### src/echo_ranging_pi_position_control_core_macros.svh
// Assertion macros shared by the echo ranging PI position control RTL.
// Every file that asserts includes this header; it depends on nothing else.
`ifndef ECHO_RANGING_PI_POSITION_CONTROL_CORE_MACROS_SVH
`define ECHO_RANGING_PI_POSITION_CONTROL_CORE_MACROS_SVH

// Checked on every rising clock edge outside reset.
`define ERPC_ASSERT(label, prop, msg) \
   label: assert property (@(posedge clock) disable iff (reset) prop) else $error(msg);

// Checked on every rising clock edge, reset cycles included.
`define ERPC_ASSERT_ALWAYS(label, prop, msg) \
   label: assert property (@(posedge clock) prop) else $error(msg);

`endif

### src/erpc_pkg.sv
// Package for the echo ranging PI position control core: event and register codes,
// configuration and pipeline control types, reset values and divider constants.
// No dependencies.
`default_nettype none

package erpc_pkg;

   // Event kinds carried by the func field of a request.
   typedef enum logic [1:0] {
      FUNC_RISE = 2'd0,
      FUNC_FALL = 2'd1,
      FUNC_TICK = 2'd2
   } func_type;

   // Configuration register indexes.
   typedef enum logic [2:0] {
      CSR_GAIN_P      = 3'd0,
      CSR_GAIN_I      = 3'd1,
      CSR_TARGET      = 3'd2,
      CSR_DRIVE_EN    = 3'd3,
      CSR_FLOOR_ONE   = 3'd4,
      CSR_FLOOR_TWO   = 3'd5,
      CSR_FLOOR_THREE = 3'd6,
      CSR_FLOOR_TOL   = 3'd7
   } csr_index_type;

   localparam int CSR_INDEX_W = 3;
   localparam int CSR_DATA_W  = 8;

   typedef struct packed {
      logic [7:0] gain_p;
      logic [7:0] gain_i;
      logic [7:0] target_distance;
      logic       drive_enable;
      logic [7:0] floor_one_cm;
      logic [7:0] floor_two_cm;
      logic [7:0] floor_three_cm;
      logic [4:0] floor_tolerance;
   } cfg_type;

   localparam logic [7:0] GAIN_P_RST      = 8'd30;
   localparam logic [7:0] GAIN_I_RST      = 8'd5;
   localparam logic [7:0] TARGET_RST      = 8'd100;
   localparam logic       DRIVE_EN_RST    = 1'b0;
   localparam logic [7:0] FLOOR_ONE_RST   = 8'd20;
   localparam logic [7:0] FLOOR_TWO_RST   = 8'd60;
   localparam logic [7:0] FLOOR_THREE_RST = 8'd100;
   localparam logic [4:0] FLOOR_TOL_RST   = 5'd2;

   // Pipeline: stage 0 is the request register, stage 7 the response register.
   localparam int NUM_STAGES = 8;

   typedef struct packed {
      logic [NUM_STAGES-1:0] step;   // a valid transaction loads stage k
      logic [NUM_STAGES-1:0] valid;  // stage k holds a transaction
   } stage_ctl_type;

   // Timing parameter defaults.
   localparam int OVERFLOW_TICKS_DEF = 65536;
   localparam int TICKS_PER_US_DEF   = 8;
   localparam int US_PER_CM_DEF      = 58;

   // A reading is kept only strictly between these bounds.
   localparam logic [31:0] DIST_LOW  = 32'd5;
   localparam logic [31:0] DIST_HIGH = 32'd150;

   localparam logic signed [15:0] DRIVE_LIMIT = 16'sd255;

   // Exact reciprocal multipliers: x / 10 for x < 2^17, x / 1000 for x < 2^23.
   localparam logic [17:0] TENTH_MULT  = 18'd209716;
   localparam int          TENTH_SHIFT = 21;
   localparam logic [23:0] MILLI_MULT  = 24'd8589935;
   localparam int          MILLI_SHIFT = 33;

endpackage

`default_nettype wire

### src/erpc_req_if.sv
// Request channel interface: valid/ready handshake with the echo event payload.
// No dependencies.
`default_nettype none

interface erpc_req_if;
   logic        valid;
   logic        ready;
   logic [1:0]  func;
   logic [15:0] capture_time;
   logic [7:0]  overflow_count;

   modport source (output valid, func, capture_time, overflow_count, input ready);
   modport sink   (input valid, func, capture_time, overflow_count, output ready);
endinterface

`default_nettype wire

### src/erpc_rsp_if.sv
// Response channel interface: valid/ready handshake with the distance and drive payload.
// No dependencies.
`default_nettype none

interface erpc_rsp_if;
   logic       valid;
   logic       ready;
   logic [7:0] distance_cm;
   logic       reading_accepted;
   logic [1:0] floor_number;
   logic [7:0] drive_up;
   logic [7:0] drive_down;
   logic       drive_updated;

   modport source (output valid, distance_cm, reading_accepted, floor_number,
                   drive_up, drive_down, drive_updated, input ready);
   modport sink   (input valid, distance_cm, reading_accepted, floor_number,
                   drive_up, drive_down, drive_updated, output ready);
endinterface

`default_nettype wire

### src/erpc_csr.sv
// Configuration register file of the echo ranging PI position control core.
// Depends on erpc_pkg.
`default_nettype none

module erpc_csr
   import erpc_pkg::*;
(
   input  wire logic                   clock,
   input  wire logic                   reset,
   input  wire logic                   csr_we,
   input  wire logic [CSR_INDEX_W-1:0] csr_index,
   input  wire logic [CSR_DATA_W-1:0]  csr_wdata,
   output cfg_type                     cfg,
   output logic                        integ_clear
);

   cfg_type cfg_ff;
   cfg_type cfg_in;

   always_comb begin
      cfg_in      = cfg_ff;
      integ_clear = 1'b0;
      if (csr_we) begin
         case (csr_index_type'(csr_index))
            CSR_GAIN_P:      cfg_in.gain_p = csr_wdata;
            CSR_GAIN_I:      cfg_in.gain_i = csr_wdata;
            CSR_TARGET: begin
               // Only a changed set point restarts the integrator.
               if (csr_wdata != cfg_ff.target_distance) begin
                  cfg_in.target_distance = csr_wdata;
                  integ_clear            = 1'b1;
               end
            end
            CSR_DRIVE_EN:    cfg_in.drive_enable    = csr_wdata[0];
            CSR_FLOOR_ONE:   cfg_in.floor_one_cm    = csr_wdata;
            CSR_FLOOR_TWO:   cfg_in.floor_two_cm    = csr_wdata;
            CSR_FLOOR_THREE: cfg_in.floor_three_cm  = csr_wdata;
            CSR_FLOOR_TOL:   cfg_in.floor_tolerance = csr_wdata[4:0];
            default:         cfg_in = cfg_ff;
         endcase
      end
   end

   always_ff @(posedge clock) begin
      if (reset) begin
         cfg_ff.gain_p          <= GAIN_P_RST;
         cfg_ff.gain_i          <= GAIN_I_RST;
         cfg_ff.target_distance <= TARGET_RST;
         cfg_ff.drive_enable    <= DRIVE_EN_RST;
         cfg_ff.floor_one_cm    <= FLOOR_ONE_RST;
         cfg_ff.floor_two_cm    <= FLOOR_TWO_RST;
         cfg_ff.floor_three_cm  <= FLOOR_THREE_RST;
         cfg_ff.floor_tolerance <= FLOOR_TOL_RST;
      end else begin
         cfg_ff <= cfg_in;
      end
   end

   assign cfg = cfg_ff;

endmodule

`default_nettype wire

### src/erpc_range.sv
// Echo pulse measurement stages: rising edge capture, pulse width and division by the
// ticks per centimeter through a reciprocal multiply with remainder correction.
// Depends on erpc_pkg and the assertion macro header.
`default_nettype none
`include "echo_ranging_pi_position_control_core_macros.svh"

module erpc_range
   import erpc_pkg::*;
#(
   parameter int OVERFLOW_TICKS = OVERFLOW_TICKS_DEF,
   parameter int TICKS_PER_US   = TICKS_PER_US_DEF,
   parameter int US_PER_CM      = US_PER_CM_DEF
)
(
   input  wire logic         clock,
   input  wire logic         reset,
   input  wire stage_ctl_type ctl,
   input  wire logic [1:0]   func_s0,
   input  wire logic [15:0]  time_s0,
   input  wire logic [7:0]   ovf_s0,
   output logic [1:0]        func_s3,
   output logic [31:0]       dist_quot
);

   localparam int          DIVISOR   = TICKS_PER_US * US_PER_CM;
   localparam logic [31:0] DIVISOR_W = 32'(DIVISOR);
   localparam logic [31:0] OVF_W     = 32'(OVERFLOW_TICKS);
   // floor(2^32 / DIVISOR) underestimates the quotient by at most one.
   localparam logic [32:0] RECIP     = 33'((64'd1 << 32) / 64'(DIVISOR));

   logic [15:0] rise_time_ff;
   logic [7:0]  rise_ovf_ff;
   logic [31:0] width_in;
   logic [1:0]  func_s1_ff;
   logic [31:0] width_s1_ff;
   logic [64:0] recip_prod;
   logic [1:0]  func_s2_ff;
   logic [31:0] width_s2_ff;
   logic [31:0] quot_s2_ff;
   logic [1:0]  func_s3_ff;
   logic [31:0] quot_s3_ff;
   logic [31:0] rem_s3_ff;

   // Pulse width in wrapping 32-bit arithmetic.
   assign width_in = (32'(time_s0) - 32'(rise_time_ff))
                   + OVF_W * (32'(ovf_s0) - 32'(rise_ovf_ff));

   always_ff @(posedge clock) begin
      if (reset) begin
         rise_time_ff <= '0;
         rise_ovf_ff  <= '0;
      end else if (ctl.step[1] && func_s0 == FUNC_RISE) begin
         rise_time_ff <= time_s0;
         rise_ovf_ff  <= ovf_s0;
      end
   end

   assign recip_prod = {33'd0, width_s1_ff} * {32'd0, RECIP};

   always_ff @(posedge clock) begin
      if (ctl.step[1]) begin
         func_s1_ff  <= func_s0;
         width_s1_ff <= width_in;
      end
      if (ctl.step[2]) begin
         func_s2_ff  <= func_s1_ff;
         width_s2_ff <= width_s1_ff;
         quot_s2_ff  <= recip_prod[63:32];
      end
      if (ctl.step[3]) begin
         func_s3_ff <= func_s2_ff;
         quot_s3_ff <= quot_s2_ff;
         rem_s3_ff  <= width_s2_ff - quot_s2_ff * DIVISOR_W;
      end
   end

   assign func_s3   = func_s3_ff;
   assign dist_quot = quot_s3_ff + {31'd0, (rem_s3_ff >= DIVISOR_W)};

   // The estimate is never more than one below the true quotient.
   `ERPC_ASSERT(a_rem_bound, ctl.valid[3] |-> rem_s3_ff < (DIVISOR_W << 1), "remainder out of range")

endmodule

`default_nettype wire

### src/erpc_ctrl.sv
// Distance acceptance, integrator, PI arithmetic and drive split of the position loop,
// stages four to seven of the pipeline. Depends on erpc_pkg and the assertion macros.
`default_nettype none
`include "echo_ranging_pi_position_control_core_macros.svh"

module erpc_ctrl
   import erpc_pkg::*;
(
   input  wire logic          clock,
   input  wire logic          reset,
   input  wire stage_ctl_type ctl,
   input  wire cfg_type       cfg,
   input  wire logic          integ_clear,
   input  wire logic [1:0]    func_s3,
   input  wire logic [31:0]   dist_quot,
   output logic [7:0]         dist_s6,
   output logic               accepted_s6,
   output logic [1:0]         floor_s6,
   output logic               tick_s6,
   output logic [7:0]         drive_up,
   output logic [7:0]         drive_down
);

   localparam logic signed [31:0] INTEG_MAX = 32'sh7FFF_FFFF;
   localparam logic signed [31:0] INTEG_MIN = 32'sh8000_0000;

   function automatic logic near_floor(input logic [7:0] d, input logic [7:0] fl,
                                       input logic [4:0] tol);
      logic signed [9:0] lo;
      logic [8:0]        hi;
      lo = $signed({2'b00, fl}) - $signed({5'b00000, tol});
      hi = {1'b0, fl} + {4'b0000, tol};
      return (lo <= $signed({2'b00, d})) && ({1'b0, d} <= hi);
   endfunction

   // Stage 4: distance and integrator state.
   logic [7:0]         dist_ff;
   logic signed [31:0] integ_ff;
   logic               in_range;
   logic               accepted_in;
   logic               run_in;
   logic signed [8:0]  err_in;
   logic signed [32:0] sum_wide;
   logic signed [31:0] sum_sat;
   logic [7:0]         dist_now;

   logic               accepted_s4_ff, tick_s4_ff, run_s4_ff;
   logic [7:0]         dist_s4_ff;
   logic signed [8:0]  err_s4_ff;
   logic signed [31:0] sum_s4_ff;

   // Stage 5: gain products and floor.
   logic signed [17:0] pe_in;
   logic signed [40:0] pi_in;
   logic [1:0]         floor_in;
   logic               accepted_s5_ff, tick_s5_ff, run_s5_ff;
   logic [7:0]         dist_s5_ff;
   logic [1:0]         floor_s5_ff;
   logic signed [17:0] pe_s5_ff;
   logic signed [40:0] pi_s5_ff;

   // Stage 6: truncating divides by ten and by one thousand.
   logic [17:0]        a_abs;
   logic [40:0]        b_abs;
   logic [22:0]        b_cap;
   logic [34:0]        a_prod;
   logic [46:0]        b_prod;
   logic               accepted_s6_ff, tick_s6_ff, run_s6_ff;
   logic [7:0]         dist_s6_ff;
   logic [1:0]         floor_s6_ff;
   logic               a_neg_s6_ff, b_neg_s6_ff;
   logic [12:0]        qa_s6_ff;
   logic [13:0]        qb_s6_ff;

   // Stage 7: drive clip and split.
   logic signed [15:0] a_val, b_val, drive_sum, drive_neg;
   logic [7:0]         up_in, down_in;
   logic [7:0]         drive_up_ff, drive_down_ff;

   assign in_range    = (dist_quot > DIST_LOW) && (dist_quot < DIST_HIGH);
   assign accepted_in = (func_s3 == FUNC_FALL) && in_range;
   assign run_in      = (func_s3 == FUNC_TICK) && cfg.drive_enable;
   assign dist_now    = accepted_in ? dist_quot[7:0] : dist_ff;
   assign err_in      = $signed({1'b0, cfg.target_distance}) - $signed({1'b0, dist_ff});
   assign sum_wide    = {integ_ff[31], integ_ff} + {{24{err_in[8]}}, err_in};

   always_comb begin
      if (sum_wide[32] != sum_wide[31]) begin
         sum_sat = sum_wide[32] ? INTEG_MIN : INTEG_MAX;
      end else begin
         sum_sat = sum_wide[31:0];
      end
   end

   always_ff @(posedge clock) begin
      if (reset) begin
         dist_ff  <= '0;
         integ_ff <= '0;
      end else begin
         if (ctl.step[4] && accepted_in) begin
            dist_ff <= dist_quot[7:0];
         end
         if (integ_clear) begin
            integ_ff <= '0;
         end else if (ctl.step[4] && run_in) begin
            integ_ff <= sum_sat;
         end
      end
   end

   always_ff @(posedge clock) begin
      if (ctl.step[4]) begin
         accepted_s4_ff <= accepted_in;
         tick_s4_ff     <= (func_s3 == FUNC_TICK);
         run_s4_ff      <= run_in;
         dist_s4_ff     <= dist_now;
         err_s4_ff      <= err_in;
         sum_s4_ff      <= sum_sat;
      end
   end

   assign pe_in = err_s4_ff * $signed({1'b0, cfg.gain_p});
   assign pi_in = sum_s4_ff * $signed({1'b0, cfg.gain_i});

   always_comb begin
      if (near_floor(dist_s4_ff, cfg.floor_one_cm, cfg.floor_tolerance)) begin
         floor_in = 2'd1;
      end else if (near_floor(dist_s4_ff, cfg.floor_two_cm, cfg.floor_tolerance)) begin
         floor_in = 2'd2;
      end else if (near_floor(dist_s4_ff, cfg.floor_three_cm, cfg.floor_tolerance)) begin
         floor_in = 2'd3;
      end else begin
         floor_in = 2'd0;
      end
   end

   always_ff @(posedge clock) begin
      if (ctl.step[5]) begin
         accepted_s5_ff <= accepted_s4_ff;
         tick_s5_ff     <= tick_s4_ff;
         run_s5_ff      <= run_s4_ff;
         dist_s5_ff     <= dist_s4_ff;
         floor_s5_ff    <= floor_in;
         pe_s5_ff       <= pe_in;
         pi_s5_ff       <= pi_in;
      end
   end

   // Divide magnitudes so that both quotients truncate toward zero.
   assign a_abs  = pe_s5_ff[17] ? 18'(-pe_s5_ff) : 18'(pe_s5_ff);
   assign b_abs  = pi_s5_ff[40] ? 41'(-pi_s5_ff) : 41'(pi_s5_ff);
   // Past 2^23 the integral term alone saturates the drive, so the cap keeps the clip.
   assign b_cap  = (b_abs[40:23] != '0) ? {23{1'b1}} : b_abs[22:0];
   assign a_prod = {18'd0, a_abs[16:0]} * {17'd0, TENTH_MULT};
   assign b_prod = {24'd0, b_cap} * {23'd0, MILLI_MULT};

   always_ff @(posedge clock) begin
      if (ctl.step[6]) begin
         accepted_s6_ff <= accepted_s5_ff;
         tick_s6_ff     <= tick_s5_ff;
         run_s6_ff      <= run_s5_ff;
         dist_s6_ff     <= dist_s5_ff;
         floor_s6_ff    <= floor_s5_ff;
         a_neg_s6_ff    <= pe_s5_ff[17];
         b_neg_s6_ff    <= pi_s5_ff[40];
         qa_s6_ff       <= a_prod[TENTH_SHIFT +: 13];
         qb_s6_ff       <= b_prod[MILLI_SHIFT +: 14];
      end
   end

   assign a_val     = a_neg_s6_ff ? -$signed(16'(qa_s6_ff)) : $signed(16'(qa_s6_ff));
   assign b_val     = b_neg_s6_ff ? -$signed(16'(qb_s6_ff)) : $signed(16'(qb_s6_ff));
   assign drive_sum = a_val + b_val;
   assign drive_neg = -drive_sum;

   always_comb begin
      up_in   = '0;
      down_in = '0;
      if (run_s6_ff) begin
         if (drive_sum > DRIVE_LIMIT) begin
            up_in = 8'd255;
         end else if (drive_sum < -DRIVE_LIMIT) begin
            down_in = 8'd255;
         end else if (!drive_sum[15]) begin
            up_in = drive_sum[7:0];
         end else begin
            down_in = drive_neg[7:0];
         end
      end
   end

   always_ff @(posedge clock) begin
      if (reset) begin
         drive_up_ff   <= '0;
         drive_down_ff <= '0;
      end else if (ctl.step[7] && tick_s6_ff) begin
         drive_up_ff   <= up_in;
         drive_down_ff <= down_in;
      end
   end

   assign dist_s6     = dist_s6_ff;
   assign accepted_s6 = accepted_s6_ff;
   assign floor_s6    = floor_s6_ff;
   assign tick_s6     = tick_s6_ff;
   assign drive_up    = drive_up_ff;
   assign drive_down  = drive_down_ff;

   `ERPC_ASSERT(a_integ_clear, integ_clear |=> integ_ff == 32'sd0, "integrator not cleared")
   `ERPC_ASSERT(a_drive_off, ctl.step[7] && tick_s6_ff && !run_s6_ff |=> drive_up_ff == 8'd0 && drive_down_ff == 8'd0, "disabled tick left a drive")

endmodule

`default_nettype wire

### src/echo_ranging_pi_position_control_core.sv
// Echo ranging PI position control core: ultrasonic echo distance meter with a PI loop
// that drives an up and a down motor output. A request transaction carries an event:
// an echo rising edge stores the capture time and overflow count, an echo falling edge
// turns the pulse width into a distance in centimeters (kept only when it lies strictly
// between 5 and 150), and a control tick runs the PI loop, or forces both drives to zero
// when drive_enable is clear. Every request yields exactly one response transaction, in
// order, carrying the current distance, the floor it lies at (0 when in transit), the
// present drives and two flags. The core is an eight-stage pipeline: request register,
// pulse width, reciprocal multiply, remainder, distance and integrator update, gain
// multiplies, constant divides, and the response register with the drive clip. One
// transaction is taken per cycle while responses are accepted; each stage advances
// whenever the one after it is empty or moving, so a stalled response only holds the
// request side once every stage is occupied. Configuration registers are to be written
// through csr_we/csr_index/csr_wdata only while the core is idle, which the core itself
// does not enforce; writing a different target distance clears the integrator.
//
// Depends on erpc_pkg, erpc_req_if, erpc_rsp_if, erpc_csr, erpc_range, erpc_ctrl and the
// assertion macro header.
`default_nettype none
`include "echo_ranging_pi_position_control_core_macros.svh"

module echo_ranging_pi_position_control_core
   import erpc_pkg::*;
#(
   parameter int OVERFLOW_TICKS = OVERFLOW_TICKS_DEF,
   parameter int TICKS_PER_US   = TICKS_PER_US_DEF,
   parameter int US_PER_CM      = US_PER_CM_DEF
)
(
   input  wire logic                   clock,
   input  wire logic                   reset,
   erpc_req_if.sink                    req_ch,
   erpc_rsp_if.source                  rsp_ch,
   input  wire logic                   csr_we,
   input  wire logic [CSR_INDEX_W-1:0] csr_index,
   input  wire logic [CSR_DATA_W-1:0]  csr_wdata
);

   // Pipeline occupancy. The last stage is the response register itself.
   logic [NUM_STAGES-1:0] valid_ff;
   logic [NUM_STAGES-1:0] valid_in;
   logic [NUM_STAGES-1:0] free;
   logic [NUM_STAGES-1:0] step;
   stage_ctl_type         ctl;

   cfg_type     cfg;
   logic        integ_clear;

   // Request register.
   logic [1:0]  func_s0_ff;
   logic [15:0] time_s0_ff;
   logic [7:0]  ovf_s0_ff;

   logic [1:0]  func_s3;
   logic [31:0] dist_quot;
   logic [7:0]  dist_s6;
   logic        accepted_s6;
   logic [1:0]  floor_s6;
   logic        tick_s6;
   logic [7:0]  drive_up;
   logic [7:0]  drive_down;

   // Response register payload; the drives come straight from the drive state, which
   // changes only when this register loads.
   logic [7:0]  dist_rsp_ff;
   logic        accepted_rsp_ff;
   logic [1:0]  floor_rsp_ff;
   logic        tick_rsp_ff;

   // A stage may load when it is empty or its content moves on in this cycle.
   always_comb begin
      free[NUM_STAGES-1] = !valid_ff[NUM_STAGES-1] || rsp_ch.ready;
      for (int k = NUM_STAGES - 2; k >= 0; k--) begin
         free[k] = !valid_ff[k] || free[k+1];
      end
   end

   always_comb begin
      step[0]     = req_ch.valid && free[0];
      valid_in[0] = free[0] ? req_ch.valid : valid_ff[0];
      for (int k = 1; k < NUM_STAGES; k++) begin
         step[k]     = free[k] && valid_ff[k-1];
         valid_in[k] = free[k] ? valid_ff[k-1] : valid_ff[k];
      end
   end

   always_ff @(posedge clock) begin
      if (reset) begin
         valid_ff <= '0;
      end else begin
         valid_ff <= valid_in;
      end
   end

   assign ctl.step  = step;
   assign ctl.valid = valid_ff;

   assign req_ch.ready = free[0];

   always_ff @(posedge clock) begin
      if (step[0]) begin
         func_s0_ff <= req_ch.func;
         time_s0_ff <= req_ch.capture_time;
         ovf_s0_ff  <= req_ch.overflow_count;
      end
   end

   erpc_csr u_csr (
      .clock       (clock),
      .reset       (reset),
      .csr_we      (csr_we),
      .csr_index   (csr_index),
      .csr_wdata   (csr_wdata),
      .cfg         (cfg),
      .integ_clear (integ_clear)
   );

   erpc_range #(
      .OVERFLOW_TICKS (OVERFLOW_TICKS),
      .TICKS_PER_US   (TICKS_PER_US),
      .US_PER_CM      (US_PER_CM)
   ) u_range (
      .clock     (clock),
      .reset     (reset),
      .ctl       (ctl),
      .func_s0   (func_s0_ff),
      .time_s0   (time_s0_ff),
      .ovf_s0    (ovf_s0_ff),
      .func_s3   (func_s3),
      .dist_quot (dist_quot)
   );

   erpc_ctrl u_ctrl (
      .clock       (clock),
      .reset       (reset),
      .ctl         (ctl),
      .cfg         (cfg),
      .integ_clear (integ_clear),
      .func_s3     (func_s3),
      .dist_quot   (dist_quot),
      .dist_s6     (dist_s6),
      .accepted_s6 (accepted_s6),
      .floor_s6    (floor_s6),
      .tick_s6     (tick_s6),
      .drive_up    (drive_up),
      .drive_down  (drive_down)
   );

   always_ff @(posedge clock) begin
      if (step[NUM_STAGES-1]) begin
         dist_rsp_ff     <= dist_s6;
         accepted_rsp_ff <= accepted_s6;
         floor_rsp_ff    <= floor_s6;
         tick_rsp_ff     <= tick_s6;
      end
   end

   assign rsp_ch.valid            = valid_ff[NUM_STAGES-1];
   assign rsp_ch.distance_cm      = dist_rsp_ff;
   assign rsp_ch.reading_accepted = accepted_rsp_ff;
   assign rsp_ch.floor_number     = floor_rsp_ff;
   assign rsp_ch.drive_up         = drive_up;
   assign rsp_ch.drive_down       = drive_down;
   assign rsp_ch.drive_updated    = tick_rsp_ff;

   // Reset empties every stage, so no stale transaction can surface afterwards.
   `ERPC_ASSERT_ALWAYS(a_reset_empty, reset |=> valid_ff == '0, "pipeline not empty after reset")
   // An accepted request always lands in the request register.
   `ERPC_ASSERT(a_accept_loads, req_ch.valid && req_ch.ready |=> valid_ff[0], "accepted request lost")
   // A held response blocks the last internal stage from overwriting it.
   `ERPC_ASSERT(a_rsp_hold, rsp_ch.valid && !rsp_ch.ready |-> !step[NUM_STAGES-1], "response overwritten while stalled")

endmodule

`default_nettype wire
### src/flat_wrapper.sv
// flat-port wrapper written by rule: the top's interface ports become plain ports
module echo_ranging_pi_position_control_core_flat import erpc_pkg::*;
#(
   parameter int OVERFLOW_TICKS = OVERFLOW_TICKS_DEF,
   parameter int TICKS_PER_US   = TICKS_PER_US_DEF,
   parameter int US_PER_CM      = US_PER_CM_DEF
)
  (clock, reset, csr_we, csr_index, csr_wdata, req_ch_valid, req_ch_func, req_ch_capture_time, req_ch_overflow_count, req_ch_ready, rsp_ch_valid, rsp_ch_distance_cm, rsp_ch_reading_accepted, rsp_ch_floor_number, rsp_ch_drive_up, rsp_ch_drive_down, rsp_ch_drive_updated, rsp_ch_ready);
  erpc_req_if req_ch_i ();
  erpc_rsp_if rsp_ch_i ();
  input  wire logic clock;
  input  wire logic reset;
  input  wire logic csr_we;
  input  wire logic [CSR_INDEX_W-1:0] csr_index;
  input  wire logic [CSR_DATA_W-1:0] csr_wdata;
  input wire logic [$bits(req_ch_i.valid)-1:0] req_ch_valid;
  input wire logic [$bits(req_ch_i.func)-1:0] req_ch_func;
  input wire logic [$bits(req_ch_i.capture_time)-1:0] req_ch_capture_time;
  input wire logic [$bits(req_ch_i.overflow_count)-1:0] req_ch_overflow_count;
  output wire logic [$bits(req_ch_i.ready)-1:0] req_ch_ready;
  output wire logic [$bits(rsp_ch_i.valid)-1:0] rsp_ch_valid;
  output wire logic [$bits(rsp_ch_i.distance_cm)-1:0] rsp_ch_distance_cm;
  output wire logic [$bits(rsp_ch_i.reading_accepted)-1:0] rsp_ch_reading_accepted;
  output wire logic [$bits(rsp_ch_i.floor_number)-1:0] rsp_ch_floor_number;
  output wire logic [$bits(rsp_ch_i.drive_up)-1:0] rsp_ch_drive_up;
  output wire logic [$bits(rsp_ch_i.drive_down)-1:0] rsp_ch_drive_down;
  output wire logic [$bits(rsp_ch_i.drive_updated)-1:0] rsp_ch_drive_updated;
  input wire logic [$bits(rsp_ch_i.ready)-1:0] rsp_ch_ready;
  assign req_ch_i.valid = req_ch_valid;
  assign req_ch_i.func = req_ch_func;
  assign req_ch_i.capture_time = req_ch_capture_time;
  assign req_ch_i.overflow_count = req_ch_overflow_count;
  assign req_ch_ready = req_ch_i.ready;
  assign rsp_ch_valid = rsp_ch_i.valid;
  assign rsp_ch_distance_cm = rsp_ch_i.distance_cm;
  assign rsp_ch_reading_accepted = rsp_ch_i.reading_accepted;
  assign rsp_ch_floor_number = rsp_ch_i.floor_number;
  assign rsp_ch_drive_up = rsp_ch_i.drive_up;
  assign rsp_ch_drive_down = rsp_ch_i.drive_down;
  assign rsp_ch_drive_updated = rsp_ch_i.drive_updated;
  assign rsp_ch_i.ready = rsp_ch_ready;
  echo_ranging_pi_position_control_core #(.OVERFLOW_TICKS(OVERFLOW_TICKS), .TICKS_PER_US(TICKS_PER_US), .US_PER_CM(US_PER_CM)) u_core (.clock(clock), .reset(reset), .req_ch(req_ch_i), .rsp_ch(rsp_ch_i), .csr_we(csr_we), .csr_index(csr_index), .csr_wdata(csr_wdata));
endmodule
### config.mk
export PLATFORM = sky130hd
export DESIGN_NAME = echo_ranging_pi_position_control_core_flat
export DESIGN_NICKNAME = d
export VERILOG_FILES = /design/src/erpc_pkg.sv /design/src/erpc_req_if.sv /design/src/erpc_rsp_if.sv /design/src/erpc_csr.sv /design/src/erpc_range.sv /design/src/erpc_ctrl.sv /design/src/echo_ranging_pi_position_control_core.sv /design/src/flat_wrapper.sv
export VERILOG_INCLUDE_DIRS = /design/src /design/src/src
export SDC_FILE = /design/constraint.sdc
export NUM_CORES = 2
export LEC_CHECK = 0
export BUFFER_PORTS_ARGS = -buffer_cell sky130_fd_sc_hd__buf_2
export CORE_UTILIZATION = 40
export DETAILED_ROUTE_END_ITERATION = 6
export PLACE_DENSITY_LB_ADDON = 0.15
export SLEW_MARGIN = 30
export SYNTH_ARGS = -nofsm -noshare
export SYNTH_HDL_FRONTEND = slang
export SYNTH_SLANG_ARGS = --single-unit
### constraint.sdc
create_clock -name clock -period 13.8 [get_ports clock]
set_input_delay 2.07 -clock clock [delete_from_list [all_inputs] [get_ports clock]]
set_output_delay 2.07 -clock clock [all_outputs]
set_load 0.005 [all_outputs]
==> summary by stage <==
Outcome
The flow ran to the end, and the final reports show no timing, DRC or antenna violations.

Place
Buffers placed on the I/O ports in this run total 71. After legalization and detailed placement, the total HPWL measured 138 mm. The placer's final routability congestion estimate is 0.890.

Worst setup path
Counting buffers and inverters, the worst setup path is 32 cells deep. The highest fanout seen on the critical path is 23. STA classifies the critical path startpoint as a register. The buffer and inverter count on the worst path is 5.

The slowest stage of the critical path belongs to the cell and3_1. The required time of the critical path is 14.26 ns. In this design, the stage delay of the slowest critical-path cell is 0.71 ns.

The critical path endpoint category is a register. The arrival time reported for the critical path endpoint is 11.11 ns. The number of cells on the worst reg-to-reg path is 32. The kind of critical path is register to register.

The category of cells accounting for the largest share of critical-path delay is simple AND/OR/NAND/NOR gates. Counting stages on the worst path, the most repeated cell is fa_1.

CTS
The root buffer cell chosen for the clock tree is clkbuf_16. For the worst-skew pair, the clock arrives at the later sink with an insertion delay of 0.67 ns. The TritonCTS buffer count is 67. The number of gates resized after CTS was 0. The H-tree level count is 3.

The number of hold buffers added after CTS was 0. The largest buffer count on any clock path is 3. The TritonCTS clock tree is built. The clock net in this run drives a total of 488 sinks. The post-CTS clock slew at the launch and capture registers of the worst setup and hold paths is 0.05 ns. The buffer count from post-CTS setup fixing is 0.

Synth
The fraction of post-synthesis cell area in the top cell type by area is 27.2%. The number of flops mapped to enable cells by yosys is 346. A synthesized cell averages 9.80 µm². During synthesis, Yosys emitted a total of 0 warnings. Synthesis inferred 488 register bits. The most instantiated flip-flop cell in the synthesis netlist is edfxtp_1. The gate count after technology mapping is 6,756. Summing the sequential cell areas from Yosys gives 20.0% of the chip area.

The cell accounting for the most synthesized area is fa_1. The post-synth design cell area is 0.0662 mm². The proportion of synthesized flip-flops having asynchronous set or reset is 0%. The net count of the mapped netlist is 8,718.

The number of distinct standard cells referenced by the synthesized netlist is 84. By area the synthesized netlist is led by fa_1 (27%), ha_1 (19%), edfxtp_1 (16%).

Global routing
Entering global routing, the biggest net connects 73 pins. The first-pass GRT wire length is 262 mm. The initial antenna violation count is 13. The total global routing track utilization is 20.1%. The via count of the first global-routing pass came to 47,300. The leftover overflow at the end of global routing is 0.

STA
The final count of negative-setup-slack endpoints is 0. The transition at the pin with the smallest max-transition slack is 0.950 ns. The shortest clock period the worst path allows after layout is 10.65 ns.

The upper clock frequency limit is 0.0939 GHz. The setup total negative slack is 0 ns. The count of pins over their slew limit is 0. The share of the cycle needed by the critical path after routing is 77.2%.

Setup repair after global routing left no endpoint under its margin. Measured against its own limit, the worst slew margin works out to 36.5%. Clock skew on the completed layout was measured at 0.0260 ns. The count of final hold-check violations is 0.

Cells and area
The area growth from synthesis to layout is 8.16%. At the end of the flow, the number of nets in the layout was 8,775. The total area of multi-input combinational cells is 0.0467 mm². In the final layout, flip-flops and latches occupy 0.0132 mm². The filler cells instantiated in the layout total 15,800. Of the cells placed in the final design, the portion with a size suffix greater than 1 is 3.90%.

Detailed routing
For this block, the routed nets add up to 165 mm of wire. After detailed routing, the number of vias per cell comes to 4.97. The number of design rule violations left after detail routing is 0. The routed length per instance is 18.2 µm. For this block, the via count after detailed routing is 44,900. Before antenna repair, the detailed router went through 5 iterations. The count of nets left with antenna violations after detail routing is 0. The iteration-0 DRC count of the detailed router is 1,950.

Floorplan
The core region is 0.164 mm². For this configuration, the core starts out at a cell density of 40.5%. The die extent in y is 409 µm. The I/O pin count is 72. The die covers 0.167 mm².

The die width is 409 µm. The placement row count is 148.

Hold path
The min-delay analysis places its worst path in the category register to register. Along the worst hold path, the cell count comes to 0.

Job
Across the run, the number of max-cap violations was 0.
[layer usage]
| layer | share of wire (%) | up-vias | routed length, µm | track usage [%] |
|---|---|---|---|---|
| met4 | 2.3 | 10 | 3870 | 4.80 |
| met1 | 44 | 22200 | 72300 | 25.6 |
| li1 | - | 21900 | - | - |
| met3 | 3.6 | 206 | 5880 | 2.56 |
| met2 | 50 | 654 | 82600 | 35.8 |
| met5 | 0.039 | - | 64 | 0 |
[cells in the mapped netlist, drive strengths merged, types with 11 or more instances]
| library cell | count |
|---|---|
| clkbuf | 103 |
| nand2 | 433 |
| edfxtp | 346 |
| and2 | 222 |
| ha | 1019 |
| nand3 | 53 |
| a31oi | 24 |
| a21oi | 284 |
| fa | 901 |
| a211oi | 22 |
| nand4 | 40 |
| o31ai | 29 |
| nand2b | 60 |
| or2 | 23 |
| nor2b | 80 |
| a21boi | 17 |
| a21o | 98 |
| dfxtp | 142 |
| mux2i | 34 |
| inv | 1576 |
| o211ai | 11 |
| o21ai | 194 |
| nor4 | 23 |
| xor2 | 118 |
| o21a | 39 |
| and3 | 31 |
| a211o | 27 |
| o21bai | 30 |
| or3 | 36 |
| xnor2 | 207 |
| nor3 | 72 |
| nor2 | 292 |
[worst reg2reg max path, delay by kind of cell (launching register included)]
| family | cells | cell delay, ns |
|---|---|---|
| XOR/XNOR | 1 | 0.20 |
| AND/OR/NAND/NOR | 10 | 4.18 |
| AO/OA/AOI/OAI | 8 | 1.74 |
| buffers and inverters | 5 | 0.45 |
| adder cells (fa/ha/maj) | 8 | 3.46 |
| flip-flops | 1 | 0.44 |
[flip-flops by register name (all words and copies together) (netlist names), 9 cells and up]
register                     flops
u_core.u_ctrl.sum_s4_ff         32
u_core.u_ctrl.pe_s5_ff          18
u_core.u_ctrl.integ_ff          32
u_core.u_range.width_s1_ff      32
u_core.u_range.width_s2_ff      28
u_core.u_ctrl.qb_s6_ff          14
u_core.u_range.quot_s3_ff       24
u_core.u_range.rem_s3_ff        28
u_core.u_ctrl.qa_s6_ff          13
u_core.u_range.quot_s2_ff       24
u_core.u_range.rise_time_ff     16
u_core.u_ctrl.err_s4_ff          9
u_core.time_s0_ff               16
u_core.u_ctrl.pi_s5_ff          41
u_core.u_csr.cfg                54
[worst paths after layout]
path | start | to | slack (ns)
max | u_core.u_ctrl.pi_s5_ff[7]$_DFFE_PP_ | u_core.u_ctrl.qb_s6_ff[11]$_DFFE_PP_ | 3.15
min | u_core.u_range.func_s1_ff[0]$_DFFE_PP_ | u_core.u_range.func_s2_ff[0]$_DFFE_PP_ | 0.42
min reg2reg | u_core.u_range.func_s1_ff[0]$_DFFE_PP_ | u_core.u_range.func_s2_ff[0]$_DFFE_PP_ | 0.42
max reg2reg | u_core.u_ctrl.pi_s5_ff[7]$_DFFE_PP_ | u_core.u_ctrl.qb_s6_ff[11]$_DFFE_PP_ | 3.15
[through the flow]
step           hold WS, ns  worst slack [ns]  std cells  area [µm²]  utilization, %
6_report             0.417              3.15       9049       71600            43.8
5_1_grt              0.422              2.55       9047       71600            43.8
4_1_cts              0.418              3.08       9042       71600            43.8
3_5_place_dp         0.405              3.11       8918       69200            42.3
3_3_place_gp         0.403              3.16       8918       69200            42.3
2_1_floorplan        0.400              4.45       6756       66200               -
[cells by family (layout without fill, tap and decap cells)]
family                     count (synthesis)  count (layout)  share of synthesized area, %
AOI/OAI and AO/OA                        885             885                          8.47
xor gates and xnor gates                 325             325                          4.30
adders and majority gates               1928            1928                          46.6
buffers and inverters                   1687            1799                          9.60
DFF                                      488             488                          20.0
muxes                                     38              38                         0.582
other                                      0               6                             0
and+or+nand+nor                         1405            1405                          10.4
[placed cells by master (no fill, tap or decap), drive strengths merged, types with 142 or more instances in the layout]
master     n
nor2     292
dfxtp    142
fa       901
nand2    433
xnor2    207
inv     1581
ha      1019
and2     222
o21ai    194
a21oi    284
edfxtp   346
[final cells by class]
cell class | instances | area share (%)
Sequential cell | 488 | 18.5
Inverter | 1576 | 8.26
Multi-Input combinational cell | 4581 | 65.3
Timing Repair Buffer | 99 | 0.809
Clock inverter | 36 | 0.690
Antenna cell | 6 | 0.0210
Tap cell | 2175 | 3.80
Clock buffer | 88 | 2.66
Power is left out: the tool's default activity adds up to more than one toggle a clock period on the data nets, which glitch-free logic cannot reach.
